<file path="config.mk">
export PLATFORM = sky130hd
export DESIGN_NAME = joint_actuator_limiter_with_lock_top
export DESIGN_NICKNAME = d
export VERILOG_FILES = /design/src/rtl/core/jal_pkg.sv /design/src/rtl/core/joint_actuator_limiter_with_lock_top.sv
export VERILOG_INCLUDE_DIRS = /design/src /design/src/rtl/core
export SDC_FILE = /design/constraint.sdc
export NUM_CORES = 2
export LEC_CHECK = 0
export BUFFER_PORTS_ARGS = -buffer_cell sky130_fd_sc_hd__buf_2
export CORE_UTILIZATION = 35
export CTS_CLUSTER_DIAMETER = 60
export CTS_CLUSTER_SIZE = 30
export DETAILED_ROUTE_END_ITERATION = 16
export GPL_TIMING_DRIVEN = 1
export PLACE_DENSITY_LB_ADDON = 0.2
export RECOVER_POWER = 50
export SLEW_MARGIN = 10
export SYNTH_ARGS = -nofsm -noshare
export SYNTH_HDL_FRONTEND = slang
export SYNTH_SLANG_ARGS = --single-unit
</file>
<file path="constraint.sdc">
create_clock -name clk -period 18.87 [get_ports clk]
set_clock_uncertainty 0.1 [all_clocks]
set_input_delay 1.887 -clock clk [delete_from_list [all_inputs] [get_ports clk]]
set_output_delay 1.887 -clock clk [all_outputs]
set_load 0.02 [all_outputs]
</file>
<file path="src/rtl/core/joint_actuator_limiter_with_lock_top_macros.svh">
// assertion helpers for the joint limiter, clocked on clk and quiet in reset
`ifndef JOINT_ACTUATOR_LIMITER_WITH_LOCK_TOP_MACROS_SVH
`define JOINT_ACTUATOR_LIMITER_WITH_LOCK_TOP_MACROS_SVH

// same-cycle implication
`define JAL_ASSERT_NOW(lbl, ante, cons, msg) \
  lbl: assert property (@(posedge clk) disable iff (rst) (ante) |-> (cons)) \
    else $error(msg);

// next-cycle implication
`define JAL_ASSERT_NEXT(lbl, ante, cons, msg) \
  lbl: assert property (@(posedge clk) disable iff (rst) (ante) |=> (cons)) \
    else $error(msg);

`endif

</file>
<file path="src/rtl/core/jal_pkg.sv">
package jal_pkg;

  localparam int JOINTS      = 5;
  localparam int LOCK_JOINTS = 4;

  // register index on the configuration port
  typedef enum logic [0:0] {
    REG_LOCK_ON  = 1'b0,
    REG_LOCK_OFF = 1'b1
  } jal_reg_t;

  // torque constant, Q16
  function automatic logic [22:0] jal_kt(input logic [2:0] j);
    case (j) inside
      3'd0, 3'd1, 3'd2: return 23'd5937562;
      3'd3, 3'd4:       return 23'd3276800;
      default:          return '0;
    endcase
  endfunction

  // reciprocal of the torque constant, Q32
  function automatic logic [26:0] jal_inv_kt(input logic [2:0] j);
    case (j) inside
      3'd0, 3'd1, 3'd2: return 27'd47405820;
      3'd3, 3'd4:       return 27'd85899346;
      default:          return '0;
    endcase
  endfunction

  // static friction current for positive drive, amps
  function automatic logic [5:0] jal_fwd_static(input logic [2:0] j);
    case (j) inside
      3'd0, 3'd1, 3'd2, 3'd4: return 6'd43;
      3'd3:                   return 6'd10;
      default:                return '0;
    endcase
  endfunction

  // static friction current for negative drive, amps
  function automatic logic [5:0] jal_bwd_static(input logic [2:0] j);
    case (j) inside
      3'd0, 3'd1, 3'd2, 3'd4: return 6'd43;
      3'd3:                   return 6'd20;
      default:                return '0;
    endcase
  endfunction

  // current limit, amps
  function automatic logic [9:0] jal_max_cur(input logic [2:0] j);
    case (j) inside
      3'd0:                   return 10'd600;
      3'd1, 3'd2, 3'd3, 3'd4: return 10'd400;
      default:                return '0;
    endcase
  endfunction

  // low position limit, Q20
  function automatic logic signed [23:0] jal_pos_min(input logic [2:0] j);
    case (j) inside
      3'd0:             return 24'sd1048576;
      3'd1, 3'd2, 3'd3: return 24'sd10486;
      3'd4:             return 24'sd419;
      default:          return '0;
    endcase
  endfunction

  // high position limit, Q20
  function automatic logic signed [23:0] jal_pos_max(input logic [2:0] j);
    case (j) inside
      3'd0:       return 24'sd5767168;
      3'd1, 3'd2: return 24'sd3565158;
      3'd3:       return 24'sd5976883;
      3'd4:       return 24'sd14365;
      default:    return '0;
    endcase
  endfunction

endpackage

</file>
<file path="src/rtl/core/joint_actuator_limiter_with_lock_top.sv">
// Joint torque limiter with per-robot hysteresis lock. One word per clock is
// accepted and one result word leaves per clock while out_ready is high and
// no clearing pass runs. Stages: input register, torque-constant multiply,
// friction add, current clamp, deadzone, reciprocal multiply, rounding,
// lock-store read, output register. The lock store is a ROBOTS-entry memory
// read and written at most once per cycle; back-to-back words of the same
// robot are forwarded around it. After reset a clearing pass zeroes the lock
// store while in_ready stays low; configuration writes are taken anytime.
`include "joint_actuator_limiter_with_lock_top_macros.svh"

module joint_actuator_limiter_with_lock_top
  import jal_pkg::*;
#(
  parameter int ROBOTS = 16
) (
  input  logic               clk,
  input  logic               rst,
  // input words
  input  logic               in_valid,
  output logic               in_ready,
  input  logic [3:0]         robot_id,
  input  logic [2:0]         joint_index,
  input  logic signed [23:0] commanded_torque,
  input  logic signed [23:0] joint_position,
  // result words
  output logic               out_valid,
  input  logic               out_ready,
  output logic signed [23:0] safe_torque,
  output logic               lock_flag,
  // configuration
  input  logic               psel,
  input  logic               penable,
  input  logic               pwrite,
  input  logic [2:0]         paddr,
  input  logic [31:0]        pwdata,
  output logic [31:0]        prdata,
  output logic               pready
);

  localparam int AW = (ROBOTS > 1) ? $clog2(ROBOTS) : 1;

  // configuration registers
  logic [22:0] lock_on;
  logic [22:0] lock_off;
  jal_reg_t    reg_sel;

  assign pready  = 1'b1;
  assign reg_sel = jal_reg_t'(paddr[2]);

  always_ff @(posedge clk) begin
    if (rst) begin
      lock_on  <= 23'd3277;
      lock_off <= 23'd6554;
    end else if (psel && penable && pwrite && pready) begin
      unique case (reg_sel)
        REG_LOCK_ON:  lock_on  <= pwdata[22:0];
        REG_LOCK_OFF: lock_off <= pwdata[22:0];
        default:      ;
      endcase
    end
  end

  always_comb begin
    unique case (reg_sel)
      REG_LOCK_ON:  prdata = {9'd0, lock_on};
      REG_LOCK_OFF: prdata = {9'd0, lock_off};
      default:      prdata = '0;
    endcase
  end

  // clearing pass over the lock store
  logic          clearing;
  logic [AW-1:0] clr_cnt;

  always_ff @(posedge clk) begin
    if (rst) begin
      clearing <= 1'b1;
      clr_cnt  <= '0;
    end else if (clearing) begin
      clr_cnt <= clr_cnt + AW'(1);
      if (clr_cnt == AW'(ROBOTS - 1)) begin
        clearing <= 1'b0;
      end
    end
  end

  // stage valid, ready and move
  logic [9:1] v;
  logic [9:1] rdy;
  logic [9:1] mv;

  always_comb begin
    rdy[9] = !v[9] || out_ready;
    for (int i = 8; i >= 1; i--) begin
      rdy[i] = !v[i] || rdy[i+1];
    end
    mv[1] = in_valid && in_ready;
    for (int i = 2; i <= 9; i++) begin
      mv[i] = v[i-1] && rdy[i];
    end
  end

  assign in_ready = rdy[1] && !clearing;

  always_ff @(posedge clk) begin
    if (rst) begin
      v <= '0;
    end else begin
      if (rdy[1]) begin
        v[1] <= mv[1];
      end
      for (int i = 2; i <= 9; i++) begin
        if (rdy[i]) begin
          v[i] <= v[i-1];
        end
      end
    end
  end

  // robot index saturation
  logic [31:0]   robot_ext;
  logic [31:0]   robot_sat;
  assign robot_ext = 32'(robot_id);
  assign robot_sat = (robot_ext >= 32'(ROBOTS)) ? 32'(ROBOTS - 1) : robot_ext;

  // stage 1: input register
  logic [AW-1:0]      s1_robot;
  logic [2:0]         s1_joint;
  logic signed [23:0] s1_tq;
  logic signed [23:0] s1_pos;

  always_ff @(posedge clk) begin
    if (mv[1]) begin
      s1_robot <= robot_sat[AW-1:0];
      s1_joint <= joint_index;
      s1_tq    <= commanded_torque;
      s1_pos   <= joint_position;
    end
  end

  // stage 2: magnitude times torque constant, position limit checks
  logic        neg1;
  logic [23:0] abs1;
  logic [46:0] mag1;

  assign neg1 = s1_tq[23];
  assign abs1 = neg1 ? 24'(-s1_tq) : 24'(s1_tq);
  assign mag1 = 47'(abs1) * 47'(jal_kt(s1_joint));

  logic [AW-1:0] s2_robot;
  logic [2:0]    s2_joint;
  logic          s2_neg;
  logic          s2_below;
  logic          s2_above;
  logic [46:0]   s2_mag;

  always_ff @(posedge clk) begin
    if (mv[2]) begin
      s2_robot <= s1_robot;
      s2_joint <= s1_joint;
      s2_neg   <= neg1;
      s2_below <= s1_pos < jal_pos_min(s1_joint);
      s2_above <= s1_pos > jal_pos_max(s1_joint);
      s2_mag   <= mag1;
    end
  end

  // stage 3: static friction added once the current reaches it
  logic [5:0]  sc2;
  logic [37:0] sc2_q32;
  logic [47:0] magc2;

  assign sc2     = s2_neg ? jal_bwd_static(s2_joint) : jal_fwd_static(s2_joint);
  assign sc2_q32 = {sc2, 32'd0};
  assign magc2   = (48'(s2_mag) >= 48'(sc2_q32)) ? 48'(s2_mag) + 48'(sc2_q32)
                                                : 48'(s2_mag);

  logic [AW-1:0] s3_robot;
  logic [2:0]    s3_joint;
  logic          s3_neg;
  logic          s3_blocked;
  logic [47:0]   s3_magc;

  always_ff @(posedge clk) begin
    if (mv[3]) begin
      s3_robot   <= s2_robot;
      s3_joint   <= s2_joint;
      s3_neg     <= s2_neg;
      // past the low limit no negative current, past the high limit no positive
      s3_blocked <= s2_neg ? s2_below : (s2_above && !s2_below);
      s3_magc    <= magc2;
    end
  end

  // stage 4: clamp to the current limit, zero when the drive direction is blocked
  logic [41:0] maxc3;
  logic [41:0] cm3;

  assign maxc3 = {jal_max_cur(s3_joint), 32'd0};
  assign cm3   = s3_blocked ? '0 :
                 (s3_magc > 48'(maxc3)) ? maxc3 : s3_magc[41:0];

  logic [AW-1:0] s4_robot;
  logic [2:0]    s4_joint;
  logic          s4_neg;
  logic [41:0]   s4_cm;

  always_ff @(posedge clk) begin
    if (mv[4]) begin
      s4_robot <= s3_robot;
      s4_joint <= s3_joint;
      s4_neg   <= s3_neg;
      s4_cm    <= cm3;
    end
  end

  // stage 5: remove the friction deadzone, round to Q16, zero for an unknown joint
  logic [5:0]  sc4;
  logic [41:0] sc4_q32;
  logic [41:0] diff4;
  logic        live4;
  logic        jok4;

  assign sc4     = s4_neg ? jal_bwd_static(s4_joint) : jal_fwd_static(s4_joint);
  assign sc4_q32 = {4'd0, sc4, 32'd0};
  assign diff4   = s4_cm - sc4_q32 + 42'd32768;
  assign live4   = s4_cm > sc4_q32;
  assign jok4    = s4_joint < 3'(JOINTS);

  logic [AW-1:0] s5_robot;
  logic [2:0]    s5_joint;
  logic          s5_neg;
  logic [25:0]   s5_d16;

  always_ff @(posedge clk) begin
    if (mv[5]) begin
      s5_robot <= s4_robot;
      s5_joint <= s4_joint;
      s5_neg   <= s4_neg;
      s5_d16   <= (live4 && jok4) ? diff4[41:16] : '0;
    end
  end

  // stage 6: times the reciprocal torque constant
  logic [AW-1:0] s6_robot;
  logic [2:0]    s6_joint;
  logic          s6_neg;
  logic [52:0]   s6_prod;

  always_ff @(posedge clk) begin
    if (mv[6]) begin
      s6_robot <= s5_robot;
      s6_joint <= s5_joint;
      s6_neg   <= s5_neg;
      s6_prod  <= 53'(s5_d16) * 53'(jal_inv_kt(s5_joint));
    end
  end

  // stage 7: round half up after the Q32 shift; the table ranges keep the
  // magnitude well below the 24-bit signed limit
  logic [53:0] rsum6;
  assign rsum6 = 54'(s6_prod) + 54'd2147483648;

  logic [AW-1:0] s7_robot;
  logic [2:0]    s7_joint;
  logic          s7_neg;
  logic [22:0]   s7_omag;

  always_ff @(posedge clk) begin
    if (mv[7]) begin
      s7_robot <= s6_robot;
      s7_joint <= s6_joint;
      s7_neg   <= s6_neg;
      s7_omag  <= 23'(rsum6[53:32]);
    end
  end

  // lock store, read as a word enters stage 8, written as a locking joint's word leaves
  logic [3:0]    lock_mem [ROBOTS];
  logic          wr_en;
  logic [AW-1:0] wr_addr;
  logic [3:0]    wr_data;
  logic [3:0]    lock_new;

  logic [AW-1:0]      s8_robot;
  logic [2:0]         s8_joint;
  logic               s8_lockj;
  logic               s8_jok;
  logic signed [23:0] s8_safe;
  logic [22:0]        s8_eff;
  logic [3:0]         s8_rd;
  logic               s8_byp;
  logic [3:0]         s8_byp_data;

  assign wr_en   = clearing || (mv[9] && s8_lockj);
  assign wr_addr = clearing ? clr_cnt : s8_robot;
  assign wr_data = clearing ? 4'd0 : lock_new;

  always_ff @(posedge clk) begin
    if (wr_en) begin
      lock_mem[wr_addr] <= wr_data;
    end
    if (mv[8]) begin
      s8_rd <= lock_mem[s7_robot];
    end
  end

  // stage 8: signed torque, lock-store data with forwarding
  always_ff @(posedge clk) begin
    if (mv[8]) begin
      s8_robot    <= s7_robot;
      s8_joint    <= s7_joint;
      s8_lockj    <= s7_joint < 3'(LOCK_JOINTS);
      s8_jok      <= s7_joint < 3'(JOINTS);
      s8_safe     <= s7_neg ? -$signed({1'b0, s7_omag}) : $signed({1'b0, s7_omag});
      s8_eff      <= s7_omag;
      // a write at this same edge is not yet visible in the read data
      s8_byp      <= wr_en && (wr_addr == s7_robot);
      s8_byp_data <= wr_data;
    end
  end

  // hysteresis on the torque magnitude
  logic [3:0] lock_old;
  logic       bit_old;
  logic       bit_new;

  always_comb begin
    lock_old = s8_byp ? s8_byp_data : s8_rd;
    bit_old  = lock_old[s8_joint[1:0]];
    if (!bit_old && (s8_eff < lock_on)) begin
      bit_new = 1'b1;
    end else if (bit_old && (s8_eff > lock_off)) begin
      bit_new = 1'b0;
    end else begin
      bit_new = bit_old;
    end
    lock_new = lock_old;
    lock_new[s8_joint[1:0]] = bit_new;
  end

  // stage 9: output register
  logic               s9_jok;
  logic               s9_lockj;
  logic signed [23:0] s9_safe;
  logic               s9_flag;

  always_ff @(posedge clk) begin
    if (mv[9]) begin
      s9_jok   <= s8_jok;
      s9_lockj <= s8_lockj;
      s9_safe  <= s8_safe;
      s9_flag  <= s8_lockj && bit_new;
    end
  end

  assign out_valid   = v[9];
  assign safe_torque = s9_safe;
  assign lock_flag   = s9_flag;

  // checks
  `JAL_ASSERT_NOW(a_clear_empty, clearing, v == '0, "word in flight during lock clear")
  `JAL_ASSERT_NEXT(a_clear_runs, clearing && (clr_cnt != AW'(ROBOTS - 1)), clearing, "lock clear ended early")
  `JAL_ASSERT_NOW(a_bad_joint_zero, out_valid && !s9_jok, (safe_torque == '0) && !lock_flag, "unknown joint gave nonzero result")
  `JAL_ASSERT_NOW(a_nolock_joint, out_valid && !s9_lockj, !lock_flag, "lock flag on a joint without lock")

endmodule
</file>
======== Word-level counts from Yosys, hierarchy flattened ========
Memories as Yosys holds them, arrays and structs flattened. A register that Yosys moved wholly into a read port is not among the register bits.
Cells that the tools add are included.
cells by class
  $add $sub $neg .......................... 7
  $mul .................................... 2
  magnitude comparators ................... 12
  equality and inequality tests ........... 22
  multiplexer cells ....................... 46
  bitwise logic cells ..................... 1
  reduce and logical (&&, ||, !) cells .... 59
operator list
  operator                  count
  $mux W23                  4
  $mux W27                  3
  $mux W24                  3
  $pmux W32 S2              1
  $add A53 B32 Y54 const B  1
  $mul A26 B27 Y53          1
  $add A47 B38 Y48          1
  $gt A48 B42 Y1            1
  $ge A47 B38 Y1            1
  $mul A24 B23 Y47          1
  $mux W47                  1
  $mux W22                  2
  $add A42 B16 Y42 const B  1
  $gt A42 B38 Y1            1
  $mux W42                  1
  $sub A42 B38 Y42          1
  $mux W6                   6
  $eq A3 B2 Y1 const B      10
  $mux W14                  2
  $gt A24 B24 Y1            1
  $lt A24 B24 Y1            1
  $neg A22 Y24              1
  $neg A24 Y24              1
  $gt A22 B23 Y1            1
  other kinds (28)          102
word-level totals
  register bits after elaboration ......... 487
  bits in writable memories ............... 64
  input port bits ......................... 97
  output and inout port bits .............. 60
  word-level logic and storage cells ...... 207
  memories ................................ 1
memories
  name      depth  width  read ports  clocked after memory_dff  wr ports  line                                         source
  lock_mem  16     4      1           1                         1         joint_actuator_limiter_with_lock_top.sv:279  logic [3:0] lock_mem [ROBOTS];

======== Depth between registers and ports, before layout ========
  word-level depth ........................ 12
  mapped depth ............................ 34
  depth with buffers taken out ............ 33

======== Least setup slack after synthesis ========
Ideal clock, no wire load.
  kind .................................... reg-to-reg
  start point ............................. register s1_tq[2]
  end point ............................... register s2_mag[44], data pin
  library setup time ...................... 0.261 ns
  arrival time ............................ 8.531 ns
  data required time ...................... 18.509 ns
  setup slack ............................. 9.978 ns
  stages on the path, launching flop included .. 31
  buffers on the path ..................... 1
  period minus slack after synthesis ...... 8.892 ns
  cell sequence ........................... edfxtp_1 -> or4_4 -> or3_1 -> or4_4 -> nand2b_4 -> or4_4 -> nand2_1 -> xor2_1 -> nand2b_1 -> inv_1 -> ha_1 -> inv_1 -> fa_1 -> inv_1 -> ha_1 -> inv_1 -> fa_1 -> inv_1 -> fa_1 -> fa_1 -> fa_1 -> ha_1 -> clkbuf_1 -> and4_1 -> nand3_1 -> or3_1 -> o22ai_1 -> o311ai_0 -> o211ai_1 -> a21boi_0 -> a311o_1
between the ends
  longest elaborated chain between the ends .. 3
ends and longest elaborated chain
  item                      line                                         source
  start: declaration        joint_actuator_limiter_with_lock_top.sv:129  logic signed [23:0] s1_tq;
  start signal: assignment  joint_actuator_limiter_with_lock_top.sv:136  s1_tq <= commanded_torque;
  $neg A24 Y24              joint_actuator_limiter_with_lock_top.sv:147  assign abs1 = neg1 ? 24'(-s1_tq) : 24'(s1_tq);
  $mux W24 (*)              joint_actuator_limiter_with_lock_top.sv:147
  $mul A24 B23 Y47 (*)      joint_actuator_limiter_with_lock_top.sv:148  assign mag1 = 47'(abs1) * 47'(jal_kt(s1_joint));
  net mag1[44]              joint_actuator_limiter_with_lock_top.sv:144  logic [46:0] mag1;
  end signal: assignment    joint_actuator_limiter_with_lock_top.sv:164  s2_mag <= mag1;
  end: declaration          joint_actuator_limiter_with_lock_top.sv:155  logic [46:0] s2_mag;
The timed path passes the listed nets; every way through them passes the cells marked *.
A chain may end at the register's enable or synchronous reset.

======== Worst setup path after layout ========
Ends and elaborated chain as after synthesis.

==> results.json <==
{
  "endpoint_kind": "register",
  "critPathLaunchType": "register",
  "synth_async_sr_flop_share": 0,
  "max_clock_freq_mhz": 99.98,
  "finalNetCount": 6379,
  "num-fill-cells": 14540,
  "die_area_sq_mm": 0.1506,
  "grt_antenna_before_repair": 1,
  "postLayoutSetupSlackWorst_ps": 8868,
  "grt-busiest-layer": "met2",
  "timing.rr.start": "s1_tq[2]$_DFFE_PP_",
  "antenna_left": 0,
  "grt_pass1_vias": 34640,
  "final_clock_period_utilization_by_the_worst_path": 0.5300,
  "clockBufferDepth": 3,
  "place.port_buffers": 135,
  "crit_slowest_cell": "o311ai_0",
  "reg2reg_setup_slack_ps": 8870,
  "post_synth_main_area_contributors": "edfxtp_1 26%, fa_1 26%, ha_1 16%",
  "hold_end": "s6_neg$_DFFE_PP_",
  "effective_utilization_at_floorplan": 0.3529,
  "insertion_delay_ps": 650,
  "post_route_cells_drive_above_1_share": 0.05430,
  "cp_data_required_time_ps": 19130,
  "routabilityCongestion": 0.8902,
  "place.detailed.hpwl_mm": 106.5,
  "std_cell_rows": 141,
  "area.growth.synth_to_final_pct": 9.040,
  "failing_checks": "capacitance limit, slew limit",
  "timing.reg2reg.worst_path_depth": 30,
  "post_cts_buffers": 0,
  "holdCritStartpoint": "s5_neg$_DFFE_PP_",
  "post_dr_vias_cell": 4.758,
  "sequential_fraction_of_the_synthesis_area": 0.2878,
  "cts_inserted_buffers": 44,
  "synth-edff-count": 460,
  "cts.root.buffer_cell": "clkbuf_16",
  "rsz0062_at_grt": "no",
  "global_route_wire_length_before_repair_mm": 197.3,
  "setup_viol": 0,
  "dominant_synthesized_flop_cell": "edfxtp_1",
  "crit_arrival_ps": 10260,
  "cts_sinks": 520,
  "slew_headroom": -1.899,
  "pre_cts_slack_ps": 8825,
  "globalRouteTotalUtil": 0.1680,
  "timing.rr.end": "s2_mag[44]$_DFFE_PP_",
  "postLayoutCellArea_sq_mm": 0.05689,
  "drt_pass1_iterations": 6,
  "slew_violations": 281,
  "worstHoldPathCells": 0,
  "syn_inst": 4783,
  "yosys_warnings": 0,
  "final_core_utilization": 0.3848,
  "die-width_um": 388.1,
  "postCtsResizedCells": 0,
  "wl_per_cell_um": 18.01,
  "hold_buffers": 0,
  "ys_types": 83,
  "tritoncts": "done",
  "clk_pin_slew_worst_paths_ps": 80,
  "worst-path-max-fanout": 8,
  "vias": 32760,
  "power_per_cell_area_mw_per_mm2": 40.90,
  "fin_tns_setup_ps": 0,
  "core_region_area_sq_mm": 0.1478,
  "die_h_um": 388.1,
  "hold_viol_final": 0,
  "path_class": "reg -> reg",
  "static-leakage-power_uw": 0.02679,
  "global_route.usage.met2": 0.2917,
  "final-seq-area_sq_mm": 0.01501,
  "groute.layer.met3.usage": 0.01974,
  "routed_wl_mm": 124.0,
  "grt.overflow.total": 0,
  "drcViolationCount": 0,
  "pin_count_of_the_biggest_net_entering_global_routing": 62,
  "yosys.area.top_type_share": 0.2647,
  "cp_peak_stage_delay_ps": 780,
  "clock_tree.htree_level_count": 2,
  "hp-class": "reg -> reg",
  "run_status": "finished with violations",
  "multi_input_area_sq_mm": 0.03265,
  "grt_util_met1": 0.2243,
  "initialDrtViolationCount": 1543,
  "io_pins": 157,
  "timing_worst_slew_pin_value_ps": 4309,
  "cell_area_placed_sq_mm": 0.05526,
  "vdd.ir_drop.worst_v": 0.00008024,
  "synth_area_per_cell_sq_um": 10.91,
  "max_cap_viol_count": 7,
  "ys_ff_latch": 520,
  "period_minus_slack_ps": 10000,
  "synth_top_cell_by_area": "edfxtp_1",
  "synthesis.area_sq_mm": 0.05218
}
## synthesized netlist by cell type, types with 34 or more instances
cell type	n
nor2_1	220
dfxtp_1	60
ha_1	680
a21oi_1	178
inv_1	1137
nand2_1	252
fa_1	684
nor2b_1	38
a21o_1	75
and2_1	76
clkbuf_1	69
edfxtp_1	460
xor2_1	57
nand3_1	47
o21ai_0	111
nand2b_1	38
xnor2_1	118
nand4_1	34
## state kept, by name, summed over array words and instances, names as in the netlist, 9 cells and up
signal	cells
lock_mem	64
lock_off	23
lock_on	23
s1_pos	24
s1_tq	24
s2_mag	46
s3_magc	47
s4_cm	41
s5_d16	26
s6_prod	22
s7_omag	22
s8_eff	21
s8_safe	24
safe_torque	24
v	9
## where the power goes
group          switching [uW]  internal (uW)  total [uW]
sequential               3.07           1240        1240
clock                     530            510        1040
combinational            26.5           17.3        43.8
## cell type report
type | count | share of cell area
clock inverters | 37 | 0.01064
repair buffers | 165 | 0.01460
clock buffers | 45 | 0.01942
inverters | 1138 | 0.07508
well taps | 1930 | 0.04244
diodes | 1 | 0.00004398
multi-input cells | 3049 | 0.5739
flip-flops and latches | 520 | 0.2639
## metal layers
metal	share of wire	vias up
met5	0	-
met4	0.019	0
met3	0.037	111
met2	0.50	505
met1	0.45	16260
li1	-	15880
## cell families after synthesis
logic type / after synthesis / synth area share
buffers and inverters: 1223 / 0.08872
DFF: 520 / 0.2878
muxes: 33 / 0.01146
other: 2 / 0.0001439
and+or+nand+nor: 872 / 0.08287
xor gates and xnor gates: 176 / 0.02969
adders and majority gates: 1365 / 0.4257
AOI/OAI and AO/OA: 592 / 0.07367
## how the worst max path moves through the flow
| stage | depth (start not counted) | endpoint | from |
|---|---|---|---|
| 4_1_cts | 32 | s2_mag[44]$_DFFE_PP_ | s1_tq[2]$_DFFE_PP_ |
| 3_3_place_gp | 32 | s2_mag[44]$_DFFE_PP_ | s1_tq[2]$_DFFE_PP_ |
| 5_1_grt | 32 | s2_mag[44]$_DFFE_PP_ | s1_tq[2]$_DFFE_PP_ |
| 3_5_place_dp | 32 | s2_mag[44]$_DFFE_PP_ | s1_tq[2]$_DFFE_PP_ |
| 2_1_floorplan | 30 | s2_mag[44]$_DFFE_PP_ | s1_tq[2]$_DFFE_PP_ |
| 6_report | 30 | s2_mag[44]$_DFFE_PP_ | s1_tq[2]$_DFFE_PP_ |
## worst max-delay path, delay by kind of cell (launching register included)
kind | cells | cell delay (ps)
adders and majority gates | 8 | 3440
and+or+nand+nor | 9 | 2710
AOI/OAI and AO/OA | 7 | 2300
DFF | 1 | 460
buffers and inverters | 5 | 450
xor gates and xnor gates | 1 | 260
## layout by cell type, fill, tap and decap left out, types with 34 or more instances in the layout
master and instances:
xor2_1 57, ha_1 680, nand3_1 47, clkbuf_16 44, nand2_1 252, buf_2 106, nand2b_1 38, fa_1 684
inv_1 1137, edfxtp_1 460, a21o_1 75, clkbuf_1 39, dfxtp_1 60, o21ai_0 111, nand4_1 34, and2_1 75
xnor2_1 118, a21oi_1 177, nor2b_1 35, nor2_1 217
## through the flow
| stage | cells | hold slack, ps | power (uW) |
|---|---|---|---|
| finish | 6885 | 291.6 | 2327 |
| global route | 6884 | 295.1 | 2410 |
| CTS | 6884 | 295.0 | 2366 |
| detailed placement | 6802 | 304.5 | 1314 |
| global placement | 6802 | 300.6 | 1313 |
| floorplan | 4792 | 300.3 | 1296 |
Power figures use the tool's default switching activity.
